[src/tswp_pkg.sv]
// Shared constants, codes and controller/datapath interface types for the tour swap block.
package tswp_pkg;

  localparam int unsigned MAX_CITIES = 64;
  localparam int unsigned CITY_W     = 6;
  localparam int unsigned POS_W      = 6;
  localparam int unsigned LEN_W      = 7;
  localparam int unsigned OP_W       = 3;
  localparam int unsigned STAT_W     = 2;

  localparam logic [LEN_W-1:0] LEN_MIN   = 7'd3;
  localparam logic [LEN_W-1:0] LEN_MAX   = 7'd64;
  localparam logic [LEN_W-1:0] LEN_RESET = 7'd8;

  localparam logic [OP_W-1:0] OP_LOAD   = 3'd0;
  localparam logic [OP_W-1:0] OP_SWAP   = 3'd1;
  localparam logic [OP_W-1:0] OP_SUCC   = 3'd2;
  localparam logic [OP_W-1:0] OP_ENUM   = 3'd3;
  localparam logic [OP_W-1:0] OP_ACCEPT = 3'd4;

  localparam logic [STAT_W-1:0] ST_KEY       = 2'd0;
  localparam logic [STAT_W-1:0] ST_LOADED    = 2'd1;
  localparam logic [STAT_W-1:0] ST_EXHAUSTED = 2'd2;
  localparam logic [STAT_W-1:0] ST_BAD       = 2'd3;

  typedef enum logic [1:0] {
    SWEEP_PROPOSE,
    SWEEP_SEARCH,
    SWEEP_COPY
  } sweep_mode_e;

  typedef enum logic [2:0] {
    RA_POS_A,
    RA_POS_B,
    RA_IDX,
    RA_ZM1,
    RA_ZP1,
    RA_EMIT
  } rd_addr_e;

  typedef struct packed {
    logic              latch;
    logic              set_succ;
    logic              use_enum;
    logic              enum_clr;
    logic              load_wr;
    logic              single;
    logic [STAT_W-1:0] single_status;
    rd_addr_e          rd_addr;
    logic              bank_prop;
    logic              sweep_clr;
    logic              sweep_step;
    sweep_mode_e       sweep_mode;
    logic              cap_va;
    logic              cap_left;
    logic              set_dir;
    logic              emit_clr;
    logic              emit_step;
  } cmd_t;

  typedef struct packed {
    logic [OP_W-1:0] op;
    logic            req_bad;
    logic            enum_exh;
    logic            sweep_len_end;
    logic            sweep_all_end;
    logic            emit_end;
  } sts_t;

endpackage

[src/tswp_ram.sv]
// Generic single-write, single-read RAM with registered read data.
module tswp_ram #(
  parameter int unsigned WIDTH = 8,
  parameter int unsigned DEPTH = 64
) (
  input  logic                     clk_i,
  input  logic                     we_i,
  input  logic [$clog2(DEPTH)-1:0] waddr_i,
  input  logic [WIDTH-1:0]         wdata_i,
  input  logic [$clog2(DEPTH)-1:0] raddr_i,
  output logic [WIDTH-1:0]         rdata_o
);

  logic [WIDTH-1:0] mem_q [DEPTH];
  logic [WIDTH-1:0] rdata_q;

  always_ff @(posedge clk_i) begin
    if (we_i) begin
      mem_q[waddr_i] <= wdata_i;
    end
    rdata_q <= mem_q[raddr_i];
  end

  assign rdata_o = rdata_q;

endmodule

[src/tswp_dp.sv]
// Datapath: tour memories, swap sweep, zero search, neighbor compare and key emission.
module tswp_dp import tswp_pkg::*; (
  input  logic              clk_i,
  input  logic              rst_ni,
  input  logic              cfg_we_i,
  input  logic [LEN_W-1:0]  cfg_wdata_i,
  input  logic [OP_W-1:0]   operation_i,
  input  logic [POS_W-1:0]  pos_a_i,
  input  logic [POS_W-1:0]  pos_b_i,
  input  logic [CITY_W-1:0] city_i,
  input  cmd_t              cmd_i,
  output sts_t              sts_o,
  output logic              valid_o,
  output logic [STAT_W-1:0] status_o,
  output logic [CITY_W-1:0] key_city_o,
  output logic              last_o
);

  // Control registers.
  logic [LEN_W-1:0] tour_len_q, tour_len_d;
  logic [LEN_W-1:0] enum_q, enum_d;
  logic             out_valid_q, out_valid_d;
  logic             em_v_q;

  // Payload registers.
  logic [OP_W-1:0]   op_q;
  logic [POS_W-1:0]  a_q, b_q;
  logic [CITY_W-1:0] city_q;
  logic [LEN_W-1:0]  n_q;
  logic [CITY_W-1:0] va_q, vb_q, left_q;
  logic [LEN_W-1:0]  idx_q;
  logic              found_q;
  logic [POS_W-1:0]  z_q;
  logic              dir_down_q;
  logic [POS_W-1:0]  pos_q;
  logic [POS_W-1:0]  k_q;
  logic              em_last_q;
  logic              rsel_q;
  logic [STAT_W-1:0] out_status_q;
  logic [CITY_W-1:0] out_city_q;
  logic              out_last_q;

  logic [LEN_W-1:0]  eff_len;
  logic [POS_W-1:0]  src_pos, succ_pos;
  logic [LEN_W-1:0]  src_inc;
  logic [LEN_W-1:0]  nm1_w, nm2_w, idx_m1, z_inc, pos_inc;
  logic [POS_W-1:0]  nm1, nm2, pidx, zm1, zp1, pos_next;
  logic              proc, in_range, zero_hit, a_ge, b_ge, left_lt, req_bad;
  logic [CITY_W-1:0] rdata, c_rdata, p_rdata, swapped, val;
  logic [POS_W-1:0]  raddr;
  logic              c_we, p_we;
  logic [POS_W-1:0]  c_waddr;
  logic [CITY_W-1:0] c_wdata;

  // Register value saturated into the legal tour length range.
  always_comb begin
    if (tour_len_q < LEN_MIN) begin
      eff_len = LEN_MIN;
    end else if (tour_len_q > LEN_MAX) begin
      eff_len = LEN_MAX;
    end else begin
      eff_len = tour_len_q;
    end
  end

  assign nm1_w = n_q - 7'd1;
  assign nm2_w = n_q - 7'd2;
  assign nm1   = nm1_w[POS_W-1:0];
  assign nm2   = nm2_w[POS_W-1:0];

  assign src_pos  = cmd_i.use_enum ? enum_q[POS_W-1:0] : a_q;
  assign src_inc  = {1'b0, src_pos} + 7'd1;
  assign succ_pos = (src_inc == n_q) ? '0 : src_inc[POS_W-1:0];

  assign a_ge = {1'b0, a_q} >= n_q;
  assign b_ge = {1'b0, b_q} >= n_q;

  always_comb begin
    unique case (op_q)
      OP_LOAD, OP_SUCC: req_bad = a_ge;
      OP_SWAP:          req_bad = a_ge | b_ge | (a_q == b_q);
      default:          req_bad = 1'b0;
    endcase
  end

  assign sts_o.op            = op_q;
  assign sts_o.req_bad       = req_bad;
  assign sts_o.enum_exh      = enum_q >= n_q;
  assign sts_o.sweep_len_end = idx_q == n_q;
  assign sts_o.sweep_all_end = idx_q == LEN_MAX;
  assign sts_o.emit_end      = k_q == nm2;

  // Sweep: the read for index idx_q is issued now, the data of idx_q-1 is handled now.
  assign rdata    = rsel_q ? p_rdata : c_rdata;
  assign idx_m1   = idx_q - 7'd1;
  assign pidx     = idx_m1[POS_W-1:0];
  assign proc     = cmd_i.sweep_step && (idx_q != '0);
  assign in_range = {1'b0, pidx} < n_q;

  always_comb begin
    if (pidx == a_q) begin
      swapped = vb_q;
    end else if (pidx == b_q) begin
      swapped = va_q;
    end else begin
      swapped = rdata;
    end
  end

  assign val      = (cmd_i.sweep_mode == SWEEP_PROPOSE) ? swapped : rdata;
  assign zero_hit = proc && (cmd_i.sweep_mode != SWEEP_COPY) && in_range &&
                    (val == '0) && !found_q;

  // Neighbors of the key start, and the walk around the tour.
  assign z_inc   = {1'b0, z_q} + 7'd1;
  assign zm1     = (z_q == '0) ? nm1 : z_q - 6'd1;
  assign zp1     = (z_inc == n_q) ? '0 : z_inc[POS_W-1:0];
  assign pos_inc = {1'b0, pos_q} + 7'd1;
  assign left_lt = left_q < rdata;

  always_comb begin
    if (dir_down_q) begin
      pos_next = (pos_q == '0) ? nm1 : pos_q - 6'd1;
    end else begin
      pos_next = (pos_inc == n_q) ? '0 : pos_inc[POS_W-1:0];
    end
  end

  always_comb begin
    unique case (cmd_i.rd_addr)
      RA_POS_A: raddr = a_q;
      RA_POS_B: raddr = b_q;
      RA_IDX:   raddr = idx_q[POS_W-1:0];
      RA_ZM1:   raddr = zm1;
      RA_ZP1:   raddr = zp1;
      RA_EMIT:  raddr = pos_q;
      default:  raddr = '0;
    endcase
  end

  assign c_we    = cmd_i.load_wr | (proc && (cmd_i.sweep_mode == SWEEP_COPY));
  assign c_waddr = cmd_i.load_wr ? a_q : pidx;
  assign c_wdata = cmd_i.load_wr ? city_q : rdata;
  assign p_we    = proc && (cmd_i.sweep_mode == SWEEP_PROPOSE);

  tswp_ram #(
    .WIDTH(CITY_W),
    .DEPTH(MAX_CITIES)
  ) u_cur_ram (
    .clk_i  (clk_i),
    .we_i   (c_we),
    .waddr_i(c_waddr),
    .wdata_i(c_wdata),
    .raddr_i(raddr),
    .rdata_o(c_rdata)
  );

  tswp_ram #(
    .WIDTH(CITY_W),
    .DEPTH(MAX_CITIES)
  ) u_prop_ram (
    .clk_i  (clk_i),
    .we_i   (p_we),
    .waddr_i(pidx),
    .wdata_i(swapped),
    .raddr_i(raddr),
    .rdata_o(p_rdata)
  );

  always_comb begin
    tour_len_d = tour_len_q;
    if (cfg_we_i) begin
      tour_len_d = cfg_wdata_i;
    end
    enum_d = enum_q;
    if (cmd_i.enum_clr) begin
      enum_d = '0;
    end else if (cmd_i.set_succ && cmd_i.use_enum) begin
      enum_d = enum_q + 7'd1;
    end
    out_valid_d = cmd_i.single | em_v_q;
  end

  always_ff @(posedge clk_i or negedge rst_ni) begin
    if (!rst_ni) begin
      tour_len_q  <= LEN_RESET;
      enum_q      <= '0;
      out_valid_q <= 1'b0;
      em_v_q      <= 1'b0;
    end else begin
      tour_len_q  <= tour_len_d;
      enum_q      <= enum_d;
      out_valid_q <= out_valid_d;
      em_v_q      <= cmd_i.emit_step;
    end
  end

  always_ff @(posedge clk_i) begin
    rsel_q <= cmd_i.bank_prop;
    if (cmd_i.latch) begin
      op_q   <= operation_i;
      a_q    <= pos_a_i;
      b_q    <= pos_b_i;
      city_q <= city_i;
      n_q    <= eff_len;
    end
    if (cmd_i.set_succ) begin
      a_q <= src_pos;
      b_q <= succ_pos;
    end
    if (cmd_i.cap_va) begin
      va_q <= rdata;
    end
    if (cmd_i.sweep_clr) begin
      idx_q   <= '0;
      found_q <= 1'b0;
      z_q     <= '0;
    end else if (cmd_i.sweep_step) begin
      idx_q <= idx_q + 7'd1;
      // The second swap value arrives in the first sweep cycle.
      if (idx_q == '0) begin
        vb_q <= rdata;
      end
      if (zero_hit) begin
        found_q <= 1'b1;
        z_q     <= pidx;
      end
    end
    if (cmd_i.cap_left) begin
      left_q <= rdata;
    end
    if (cmd_i.set_dir) begin
      dir_down_q <= left_lt;
      pos_q      <= left_lt ? zm1 : zp1;
    end else if (cmd_i.emit_step) begin
      pos_q <= pos_next;
    end
    if (cmd_i.emit_clr) begin
      k_q <= '0;
    end else if (cmd_i.emit_step) begin
      k_q <= k_q + 6'd1;
    end
    em_last_q <= sts_o.emit_end;
    if (em_v_q) begin
      out_status_q <= ST_KEY;
      out_city_q   <= rdata;
      out_last_q   <= em_last_q;
    end else if (cmd_i.single) begin
      out_status_q <= cmd_i.single_status;
      out_city_q   <= '0;
      out_last_q   <= 1'b1;
    end
  end

  assign valid_o    = out_valid_q;
  assign status_o   = out_status_q;
  assign key_city_o = out_city_q;
  assign last_o     = out_last_q;

endmodule

[src/tswp_ctrl.sv]
// Controller state machine that sequences loads, proposals, accepts and key emission.
module tswp_ctrl import tswp_pkg::*; (
  input  logic clk_i,
  input  logic rst_ni,
  input  logic start,
  input  sts_t sts_i,
  output cmd_t cmd_o,
  output logic busy
);

  localparam logic [3:0] S_IDLE     = 4'd0;
  localparam logic [3:0] S_DECODE   = 4'd1;
  localparam logic [3:0] S_RD_A     = 4'd2;
  localparam logic [3:0] S_RD_B     = 4'd3;
  localparam logic [3:0] S_SWEEP_P  = 4'd4;
  localparam logic [3:0] S_SWEEP_S  = 4'd5;
  localparam logic [3:0] S_SWEEP_C  = 4'd6;
  localparam logic [3:0] S_NB_L     = 4'd7;
  localparam logic [3:0] S_NB_R     = 4'd8;
  localparam logic [3:0] S_NB_CMP   = 4'd9;
  localparam logic [3:0] S_EMIT     = 4'd10;
  localparam logic [3:0] S_EMIT_END = 4'd11;

  logic [3:0] state_q, state_d;
  logic       key_bank;

  // An accept emits the key of the current tour, every other key comes from the proposal.
  assign key_bank = sts_i.op != OP_ACCEPT;

  always_comb begin
    state_d = state_q;
    cmd_o   = '0;
    unique case (state_q)
      S_IDLE: begin
        if (start) begin
          cmd_o.latch = 1'b1;
          state_d     = S_DECODE;
        end
      end
      S_DECODE: begin
        state_d = S_IDLE;
        unique case (sts_i.op)
          OP_LOAD: begin
            cmd_o.single = 1'b1;
            if (sts_i.req_bad) begin
              cmd_o.single_status = ST_BAD;
            end else begin
              cmd_o.load_wr       = 1'b1;
              cmd_o.single_status = ST_LOADED;
            end
          end
          OP_SWAP: begin
            if (sts_i.req_bad) begin
              cmd_o.single        = 1'b1;
              cmd_o.single_status = ST_BAD;
            end else begin
              state_d = S_RD_A;
            end
          end
          OP_SUCC: begin
            if (sts_i.req_bad) begin
              cmd_o.single        = 1'b1;
              cmd_o.single_status = ST_BAD;
            end else begin
              cmd_o.set_succ = 1'b1;
              state_d        = S_RD_A;
            end
          end
          OP_ENUM: begin
            if (sts_i.enum_exh) begin
              cmd_o.enum_clr      = 1'b1;
              cmd_o.single        = 1'b1;
              cmd_o.single_status = ST_EXHAUSTED;
            end else begin
              cmd_o.set_succ = 1'b1;
              cmd_o.use_enum = 1'b1;
              state_d        = S_RD_A;
            end
          end
          OP_ACCEPT: begin
            cmd_o.sweep_clr = 1'b1;
            state_d         = S_SWEEP_S;
          end
          default: begin
            cmd_o.single        = 1'b1;
            cmd_o.single_status = ST_BAD;
          end
        endcase
      end
      S_RD_A: begin
        cmd_o.rd_addr = RA_POS_A;
        state_d       = S_RD_B;
      end
      S_RD_B: begin
        cmd_o.rd_addr   = RA_POS_B;
        cmd_o.cap_va    = 1'b1;
        cmd_o.sweep_clr = 1'b1;
        state_d         = S_SWEEP_P;
      end
      S_SWEEP_P: begin
        cmd_o.rd_addr    = RA_IDX;
        cmd_o.sweep_step = 1'b1;
        cmd_o.sweep_mode = SWEEP_PROPOSE;
        if (sts_i.sweep_all_end) begin
          state_d = S_NB_L;
        end
      end
      S_SWEEP_S: begin
        cmd_o.rd_addr    = RA_IDX;
        cmd_o.sweep_step = 1'b1;
        cmd_o.sweep_mode = SWEEP_SEARCH;
        if (sts_i.sweep_len_end) begin
          state_d = S_NB_L;
        end
      end
      S_SWEEP_C: begin
        cmd_o.rd_addr    = RA_IDX;
        cmd_o.bank_prop  = 1'b1;
        cmd_o.sweep_step = 1'b1;
        cmd_o.sweep_mode = SWEEP_COPY;
        if (sts_i.sweep_all_end) begin
          state_d = S_IDLE;
        end
      end
      S_NB_L: begin
        cmd_o.rd_addr   = RA_ZM1;
        cmd_o.bank_prop = key_bank;
        state_d         = S_NB_R;
      end
      S_NB_R: begin
        cmd_o.rd_addr   = RA_ZP1;
        cmd_o.bank_prop = key_bank;
        cmd_o.cap_left  = 1'b1;
        state_d         = S_NB_CMP;
      end
      S_NB_CMP: begin
        cmd_o.set_dir  = 1'b1;
        cmd_o.emit_clr = 1'b1;
        state_d        = S_EMIT;
      end
      S_EMIT: begin
        cmd_o.rd_addr   = RA_EMIT;
        cmd_o.bank_prop = key_bank;
        cmd_o.emit_step = 1'b1;
        if (sts_i.emit_end) begin
          if (sts_i.op == OP_ACCEPT) begin
            // The proposal becomes current once the key of the current tour has been read out.
            cmd_o.sweep_clr = 1'b1;
            state_d         = S_SWEEP_C;
          end else begin
            state_d = S_EMIT_END;
          end
        end
      end
      S_EMIT_END: begin
        state_d = S_IDLE;
      end
      default: begin
        state_d = S_IDLE;
      end
    endcase
  end

  always_ff @(posedge clk_i or negedge rst_ni) begin
    if (!rst_ni) begin
      state_q <= S_IDLE;
    end else begin
      state_q <= state_d;
    end
  end

  assign busy = state_q != S_IDLE;

endmodule

[src/tour_swap_move_canonicalizer.sv]
// Top level of the tour swap move canonicalizer: controller plus datapath.
//
//   channel  | handshake                     | payload
//   ---------+-------------------------------+-------------------------------------
//   request  | start, busy (taken: start&~busy) | operation_i, pos_a_i, pos_b_i, city_i
//   result   | valid_o, one-cycle beat        | status_o, key_city_o, last_o
//   config   | cfg_we_i                       | cfg_wdata_i (tour_length)
//
// A load, a bad request or an exhausted enumeration keeps busy high for one cycle.
// A proposal keeps busy high through a copy-and-swap sweep from the current tour memory
// into the proposal memory, a read and compare of the neighbors of city 0, then one key
// beat per cycle. An accept runs a zero search and key readout from the current tour,
// then a copy of the proposal back. Each tour memory has one read port.
// Reset clears the controller, the enumeration counter and tour_length (to 8); the
// tour memories are not cleared. Result beats cannot be stalled by the receiver.
module tour_swap_move_canonicalizer import tswp_pkg::*; (
  input  logic              clk_i,
  input  logic              rst_ni,
  input  logic              start,
  output logic              busy,
  input  logic [OP_W-1:0]   operation_i,
  input  logic [POS_W-1:0]  pos_a_i,
  input  logic [POS_W-1:0]  pos_b_i,
  input  logic [CITY_W-1:0] city_i,
  input  logic              cfg_we_i,
  input  logic [LEN_W-1:0]  cfg_wdata_i,
  output logic              valid_o,
  output logic [STAT_W-1:0] status_o,
  output logic [CITY_W-1:0] key_city_o,
  output logic              last_o
);

  cmd_t cmd;
  sts_t sts;

  tswp_ctrl u_ctrl (
    .clk_i (clk_i),
    .rst_ni(rst_ni),
    .start (start),
    .sts_i (sts),
    .cmd_o (cmd),
    .busy  (busy)
  );

  tswp_dp u_dp (
    .clk_i      (clk_i),
    .rst_ni     (rst_ni),
    .cfg_we_i   (cfg_we_i),
    .cfg_wdata_i(cfg_wdata_i),
    .operation_i(operation_i),
    .pos_a_i    (pos_a_i),
    .pos_b_i    (pos_b_i),
    .city_i     (city_i),
    .cmd_i      (cmd),
    .sts_o      (sts),
    .valid_o    (valid_o),
    .status_o   (status_o),
    .key_city_o (key_city_o),
    .last_o     (last_o)
  );

endmodule

[config.mk]
export PLATFORM = sky130hd
export DESIGN_NAME = tour_swap_move_canonicalizer
export DESIGN_NICKNAME = d
export VERILOG_FILES = /design/src/tswp_pkg.sv /design/src/tswp_ram.sv /design/src/tswp_dp.sv /design/src/tswp_ctrl.sv /design/src/tour_swap_move_canonicalizer.sv
export SDC_FILE = /design/constraint.sdc
export NUM_CORES = 1
export LEC_CHECK = 0
export BUFFER_PORTS_ARGS = -buffer_cell sky130_fd_sc_hd__buf_2
export CAP_MARGIN = 20
export CORE_ASPECT_RATIO = 1.25
export CORE_MARGIN = 2
export CORE_UTILIZATION = 46
export CTS_BUF_LIST = sky130_fd_sc_hd__clkbuf_2 sky130_fd_sc_hd__clkbuf_4 sky130_fd_sc_hd__clkbuf_8
export CTS_CLUSTER_SIZE = 24
export DETAILED_ROUTE_END_ITERATION = 6
export GPL_ROUTABILITY_DRIVEN = 0
export PLACE_DENSITY = 0.62
export SYNTH_ARGS = -nofsm -noshare
export SYNTH_HDL_FRONTEND = slang
export SYNTH_HIERARCHICAL = 1
export SYNTH_SLANG_ARGS = --single-unit
[constraint.sdc]
create_clock -name clk_i -period 9.1 [get_ports clk_i]
set_clock_uncertainty 0.2 [all_clocks]
set_input_delay 0.455 -clock clk_i [delete_from_list [all_inputs] [get_ports clk_i]]
set_output_delay 0.455 -clock clk_i [all_outputs]
set_load 0.03 [all_outputs]
==> flow_summary_export.csv, run 1 <==
group,metric,value,unit
run_status,status,"finished, final reports clean",
clocking,cts.root.buffer_cell,"sky130_fd_sc_hd__clkbuf_8",
clocking,cts_tree,"done",
clocking,cts-root-to-sink-buffers,3,
clocking,cts.repair.resized,0,
clocking,clk_transition_reported_paths,0.06,ns
die,floorplan.io_pins,43,
logic_synthesis,yosys_register_bits,884,
power_and_ir_drop,pwr-share-seq,35.6,%
logic_synthesis,fraction_of_synthesized_cell_area_taken_by_the_top_area_cell_type,65.5,%
final_layout,syn_to_final_growth,12.2,%
placed_design,number_of_buffer_cells_added_on_primary_ports,42,
power_and_ir_drop,max_ir_drop_vdd,0.396,mV
grt,grt_overflow,0,
grt,number_of_global_route_vias_before_repair,21400,
power_and_ir_drop,power.density_cell_area,378,nW/µm²
setup_path,category_of_the_worst_setup_path_capture_point,"flip-flop",
setup_path,timing.critical_path.from_type,"flip-flop",
logic_synthesis,number_of_flops_mapped_to_enable_cells_by_yosys,828,
sta,unrepaired_setup_endpoints_after_global_routing,"false",
setup_path,worstSetupPathType,"reg -> reg",
clocking,clock_tree.htree_level_count,4,
route,post-route-drc-count,0,
route,firstDrtPassIters,5,
sta,setup_viol,0,
logic_synthesis,synth.top_cells.by_area,"sky130_fd_sc_hd__edfxtp_1, sky130_fd_sc_hd__mux4_2, sky130_fd_sc_hd__nor2_1, sky130_fd_sc_hd__dfxtp_1, sky130_fd_sc_hd__ha_1",
logic_synthesis,synthesis.nets,2301,
power_and_ir_drop,swShare,37.2,%
grt,track_usage,21.5,%
die,die_width,261,µm
sta,final_min_period_over_clock_period,66.2,%
sta,transition_at_the_pin_with_the_smallest_max_transition_slack,1.15,ns
sta,relSlewSlack,23.0,%
die,initial_core_util,46.5,%
grt,global_route.usage.met1,27.7,%
clocking,clkSinkCount,884,
final_layout,layout-drive-gt1-share,23.4,%
die,dieHeight,325,µm
placed_design,dp_hpwl,56500,µm
route,avgRoutedWirePerCell,25.4,µm
die,die_area,84900,µm²
logic_synthesis,sequential_to_total_area_share_from_yosys_stat,68.7,%
logic_synthesis,cell_with_the_most_instances_after_synthesis,"sky130_fd_sc_hd__edfxtp_1",
logic_synthesis,netlist_top_cells_count,"sky130_fd_sc_hd__edfxtp_1, sky130_fd_sc_hd__nor2_1, sky130_fd_sc_hd__mux4_2",
sta,clock.fmax,166,MHz
job,cap_viol_max_count,0,
logic_synthesis,synth_ff_type,"sky130_fd_sc_hd__edfxtp_1",
route,vias_per_cell,5.87,
clocking,numCtsBuffers,139,
power_and_ir_drop,clock_power_share,22.0,%
logic_synthesis,post_synth_instance_area,38000,µm²
logic_synthesis,yosys.cell_types.count,86,
grt,grt_first_pass_wirelength,136000,µm
power_and_ir_drop,p_comb_share,42.4,%
logic_synthesis,yosysWarningCount,6,
logic_synthesis,asyncSetResetFlopFracSynth,2.26,%
power_and_ir_drop,internal-power,10100,µW
route,vias,20800,
final_layout,final_nets,2433,
clocking,clkLatencyLatePin,0.79,ns
sta,final_hold_fails,0,
power_and_ir_drop,p_sw,5980,µW
grt,busiest_layer,"met2",
power_and_ir_drop,leakage,0.0139,µW
die,core_area,81700,µm²
sta,tns,0,ns
logic_synthesis,synthesis.area_per_instance,17.1,µm²
setup_path,timing.critical_path.required,9.31,ns
die,core.rowCount,117,
sta,final.min_clock_period,6.02,ns
logic_synthesis,netlist_instances,2225,
grt,grt_max_degree,128,
setup_path,critical_path.max_fanout,15,
route,drt.antenna.violating_nets,0,
sta,timing.hold.ws,0.124,ns
route,finalWirelength,90000,µm
setup_path,cp_data_arrival_time,6.24,ns
route,drtIter0Drc,1918,
sta,final-max-slew-violation-count,0,
grt,number_of_antenna_violations_at_the_first_check_in_global_routing,2,
final_layout,fillerInstances,6627,
logic_synthesis,synth_top_area_cell,"sky130_fd_sc_hd__edfxtp_1",
min_path,worstHoldPathType,"in -> reg",
grt,grtUsageMet3,3.84,%
grt,grtUsageMet2,36.6,%
[registers in the layout (all words and copies together), names as in the netlist, 7 cells and up]
signal / cells
u_dp/idx_q: 7
u_dp/u_prop_ram/mem_q: 384
u_dp/u_cur_ram/mem_q: 384
u_dp/n_q: 7
u_dp/enum_q: 7
u_dp/tour_len_q: 7
[area by class of cell]
class	count	area, µm²	area share (%)
multi-input cells	1173	11100	26.1
repair buffers	114	921	2.16
clock inverters	54	537	1.26
clock buffers	200	2430	5.71
diodes	1	2.50	0.00587
flip-flops and latches	884	26100	61.2
inverters	45	169	0.396
well taps	1071	1340	3.14
[through the flow]
step | instances | cell area (µm²) | utilization (%) | power, µW | setup slack [ns]
after floorplan | 2225 | 38000 | - | 10600 | 3.72
after CTS | 3537 | 42500 | 52.1 | 16200 | 3.08
after global routing | 3542 | 42600 | 52.2 | 16900 | 2.64
after detailed placement | 3245 | 39200 | 48.0 | 12600 | 3.05
final | 3542 | 42600 | 52.2 | 16100 | 3.08
after global placement | 3245 | 39200 | 48.0 | 12500 | 3.21
[power by group through the flow]
stage	sequential (µW)	combinational, µW	clock [µW]
floorplan	5710	4900	0
global placement	5810	6700	0
detailed placement	5820	6800	0
CTS	5740	6840	3640
global route	5750	7310	3810
finish	5730	6820	3550
[worst max-delay path, cell delays in order (launching register included)]
cell and delay, ns:
sky130_fd_sc_hd__edfxtp_1 0.43, sky130_fd_sc_hd__clkinv_1 0.40, sky130_fd_sc_hd__ha_1 0.43, sky130_fd_sc_hd__a21o_1 0.10, sky130_fd_sc_hd__a21oi_1 0.06, sky130_fd_sc_hd__nor2b_1 0.10, sky130_fd_sc_hd__o21ai_0 0.08, sky130_fd_sc_hd__nand2_1 0.07
sky130_fd_sc_hd__a221oi_1 0.07, sky130_fd_sc_hd__a2111oi_0 0.87, sky130_fd_sc_hd__nor2_1 0.12, sky130_fd_sc_hd__and4_1 0.51, sky130_fd_sc_hd__o21ai_0 0.74, sky130_fd_sc_hd__nand3_1 0.79, sky130_fd_sc_hd__nor2_1 0.66
[routing by layer]
metal | wire length (µm) | vias to the layer above
met2 | 46500 | 725
li1 | - | 9146
met3 | 4700 | 146
met1 | 36300 | 10800
met5 | 0 | -
met4 | 2480 | 0
[placed cells by master (no fill, tap or decap), types with 19 or more instances in the layout]
| master | n |
|---|---|
| sky130_fd_sc_hd__a21oi_1 | 62 |
| sky130_fd_sc_hd__nor2b_1 | 27 |
| sky130_fd_sc_hd__edfxtp_1 | 828 |
| sky130_fd_sc_hd__buf_2 | 43 |
| sky130_fd_sc_hd__ha_1 | 44 |
| sky130_fd_sc_hd__xor2_1 | 34 |
| sky130_fd_sc_hd__clkbuf_4 | 51 |
| sky130_fd_sc_hd__nand3_1 | 46 |
| sky130_fd_sc_hd__buf_4 | 28 |
| sky130_fd_sc_hd__dlygate4sd3_1 | 38 |
| sky130_fd_sc_hd__nor2_1 | 204 |
| sky130_fd_sc_hd__nand2_1 | 56 |
| sky130_fd_sc_hd__xnor2_1 | 49 |
| sky130_fd_sc_hd__nor3_1 | 34 |
| sky130_fd_sc_hd__nand2b_1 | 27 |
| sky130_fd_sc_hd__dfxtp_1 | 36 |
| sky130_fd_sc_hd__dfrtp_1 | 19 |
| sky130_fd_sc_hd__clkbuf_8 | 149 |
| sky130_fd_sc_hd__mux2i_1 | 50 |
| sky130_fd_sc_hd__mux4_2 | 178 |
| sky130_fd_sc_hd__inv_1 | 42 |
| sky130_fd_sc_hd__mux2_2 | 34 |
| sky130_fd_sc_hd__o22ai_1 | 32 |
| sky130_fd_sc_hd__o21ai_0 | 22 |
[path summary, 6_finish.rpt]
path | slack [ns] | to | start | cells after the start
hold reg to reg | 0.27 | u_dp/found_q | u_dp/found_q | 2
setup / recovery | 3.08 | u_dp/u_cur_ram/mem_q[17][4] | u_dp/n_q[2] | 14
max in group asynchronous | 7.36 | u_dp/em_v_q | rst_ni | 5
hold / removal | 0.12 | u_dp/n_q[2] | start | 4
min in group asynchronous | 0.49 | u_dp/tour_len_q[3] | rst_ni | 3
setup reg to reg | 3.08 | u_dp/u_cur_ram/mem_q[17][4] | u_dp/n_q[2] | 14
[cell families after synthesis]
logic type	share of synthesized area, %
AO/OA/AOI/OAI	4.82
adder cells (fa/ha/maj)	1.48
flip-flops	68.7
AND/OR/NAND/NOR	6.57
buffers and inverters	2.34
XOR/XNOR	2.21
multiplexers	13.9
[timing repair]
item                                    in CTS  in global routing
hold endpoints to repair                    48                  0
hold buffers                                38                  0
endpoints found under the setup margin       0                  0
setup buffers                                0                  0
No activity file was read; power rests on OpenSTA's default activity.
==> inputs of run 2 (changes only) <==
--- a/config.mk
+++ b/config.mk
@@ -14,7 +14,7 @@
 export CTS_CLUSTER_SIZE = 24
 export DETAILED_ROUTE_END_ITERATION = 6
 export GPL_ROUTABILITY_DRIVEN = 0
-export PLACE_DENSITY = 0.62
+export PLACE_DENSITY = 0.64
 export SYNTH_ARGS = -nofsm -noshare
 export SYNTH_HDL_FRONTEND = slang
 export SYNTH_HIERARCHICAL = 1
==> constraint.sdc (replaced) <==
create_clock -name clk_i -period 4.9 [get_ports clk_i]
set_clock_uncertainty 0.2 [all_clocks]
set_input_delay 0.245 -clock clk_i [delete_from_list [all_inputs] [get_ports clk_i]]
set_output_delay 0.245 -clock clk_i [all_outputs]
set_load 0.03 [all_outputs]
==> run 2 against run 1 <==
Effect of this change:
- worst hold slack got worse by 0.0060 ns
- flip-flop and latch count is the same
- global-route usage is essentially flat
- largest power group unchanged
==> flow_summary_export.csv, run 2 (synthesized netlist as in run 1, its figures left out) <==
group,metric,value,unit
route,drt.antenna.violating_nets,0,
route,finalWirelength,90000,µm
route,avgRoutedWirePerCell,24.5,µm
placed_design,dp_hpwl,58900,µm
grt,global_route.usage.met1,27.6,%
clocking,cts.root.buffer_cell,"sky130_fd_sc_hd__clkbuf_8",
sta,final.min_clock_period,4.71,ns
clocking,numCtsBuffers,135,
die,core_area,81700,µm²
clocking,clock_tree.htree_level_count,4,
grt,grt_first_pass_wirelength,135000,µm
setup_path,timing.critical_path.required,5.11,ns
clocking,cts_tree,"done",
die,initial_core_util,46.5,%
grt,number_of_antenna_violations_at_the_first_check_in_global_routing,2,
grt,grt_overflow,0,
setup_path,critical_path.max_fanout,15,
power_and_ir_drop,leakage,0.0146,µW
sta,relSlewSlack,24.6,%
sta,transition_at_the_pin_with_the_smallest_max_transition_slack,1.13,ns
placed_design,number_of_buffer_cells_added_on_primary_ports,42,
sta,final_hold_fails,0,
sta,clock.fmax,212,MHz
clocking,clkSinkCount,884,
die,core.rowCount,117,
job,cap_viol_max_count,0,
grt,grt_max_degree,95,
final_layout,biggestRegsByFlops,"u_dp/u_cur_ram/mem_q x384, u_dp/u_prop_ram/mem_q x384",
clocking,clk_transition_reported_paths,0.06,ns
sta,postLayoutSetupSlackWorst,0.188,ns
final_layout,layout-drive-gt1-share,27.8,%
sta,setup_viol,0,
clocking,cts-root-to-sink-buffers,3,
route,vias_per_cell,5.74,
final_layout,final_nets,2579,
die,die_width,261,µm
placed_design,detailedPlace.worstSlack,-0.116,ns
die,dieHeight,325,µm
final_layout,final_cell_mix,"sky130_fd_sc_hd__edfxtp_1, sky130_fd_sc_hd__mux4_2, sky130_fd_sc_hd__nor2_1",
route,post-route-drc-count,0,
sta,unrepaired_setup_endpoints_after_global_routing,"true",
setup_path,timing.critical_path.from_type,"flip-flop",
clocking,clkLatencyLatePin,0.80,ns
final_layout,syn_to_final_growth,15.3,%
die,die_area,84900,µm²
setup_path,cp_data_arrival_time,4.92,ns
grt,grtUsageMet2,35.4,%
grt,number_of_global_route_vias_before_repair,22000,
route,firstDrtPassIters,5,
grt,busiest_layer,"met2",
route,vias,21100,
power_and_ir_drop,max_ir_drop_vdd,0.607,mV
final_layout,most_common_cell_after_layout_fill_and_taps_aside,"sky130_fd_sc_hd__edfxtp_1",
sta,final-max-slew-violation-count,0,
run_status,status,"finished, final reports clean",
sta,final_min_period_over_clock_period,96.2,%
setup_path,reg2reg_setup_slack,0.19,ns
min_path,worstHoldPathType,"in -> reg",
die,floorplan.io_pins,43,
setup_path,category_of_the_worst_setup_path_capture_point,"flip-flop",
setup_path,worstSetupPathType,"reg -> reg",
final_layout,finish.utilization,53.6,%
grt,grtUsageMet3,3.97,%
route,drtIter0Drc,2052,
grt,track_usage,21.5,%
power_and_ir_drop,power.density_cell_area,695,nW/µm²
==> run 2: final timing paths <==
path | from | endpoint | depth (start not counted)
min in group asynchronous | rst_ni | u_dp/tour_len_q[3] | 3
max in group asynchronous | rst_ni | u_dp/em_v_q | 4
hold / removal | pos_a_i[3] | u_dp/a_q[3] | 4
setup reg to reg | u_dp/n_q[0] | u_dp/u_cur_ram/mem_q[13][3] | 17
hold reg to reg | u_dp/found_q | u_dp/found_q | 2
setup / recovery | u_dp/n_q[0] | u_dp/u_cur_ram/mem_q[13][3] | 17
==> run 2: what timing repair did <==
item                                    in CTS  in global routing
setup buffers                                0                  2
endpoints found under the setup margin     138                346
hold endpoints to repair                    67                  0
hold buffers                                55                  0
cloned                                       0                  0
resized for setup                            2                 43
==> run 2: metrics by stage <==
stage	setup TNS, ns	std cells	total power, µW	hold slack, ns	cell area, µm²
2_1_floorplan	0	2225	19700	-0.251	38000
3_3_place_gp	0	3376	24000	0.0296	40300
3_5_place_dp	-7.48	3376	24300	0.0314	40300
4_1_cts	0	3671	30600	0.0310	43600
5_1_grt	-8.05	3678	31800	0.0957	43800
6_report	0	3678	30500	0.118	43800
==> run 2: worst max-delay path, stage by stage, from the launching register on <==
cell and delay, ns:
sky130_fd_sc_hd__edfxtp_1 0.43, sky130_fd_sc_hd__ha_1 0.29, sky130_fd_sc_hd__nand2b_1 0.13, sky130_fd_sc_hd__a21o_1 0.17
sky130_fd_sc_hd__a21o_1 0.17, sky130_fd_sc_hd__a21oi_1 0.14, sky130_fd_sc_hd__nor2b_1 0.06, sky130_fd_sc_hd__o21ai_0 0.15
sky130_fd_sc_hd__nand2_1 0.10, sky130_fd_sc_hd__a221oi_2 0.31, sky130_fd_sc_hd__a2111oi_2 0.11, sky130_fd_sc_hd__nor2_1 0.14
sky130_fd_sc_hd__and4_1 0.22, sky130_fd_sc_hd__buf_4 0.25, sky130_fd_sc_hd__mux2_2 0.47, sky130_fd_sc_hd__nor2_1 0.13
sky130_fd_sc_hd__nand2_1 0.27, sky130_fd_sc_hd__nor2_1 0.57
==> run 2: metal layers <==
| layer | up-vias | wire (µm) |
|---|---|---|
| met5 | - | 0 |
| met4 | 0 | 4010 |
| met3 | 200 | 4900 |
| met2 | 737 | 45000 |
| met1 | 10700 | 36100 |
| li1 | 9424 | - |
==> run 2: final cells by class <==
| class | count | area (µm²) |
|---|---|---|
| fillers | 6520 | 37900 |
| clock buffers | 173 | 2160 |
| well taps | 1071 | 1340 |
| clock inverters | 67 | 581 |
| flip-flops and latches | 884 | 26100 |
| repair buffers | 264 | 2190 |
| diodes | 1 | 2.50 |
| multi-input cells | 1173 | 11200 |
| inverters | 45 | 169 |
==> run 2: power by group <==
| part | internal (µW) | switching, µW |
|---|---|---|
| clock | 3310 | 2890 |
| combinational | 5480 | 8290 |
| sequential | 10200 | 271 |
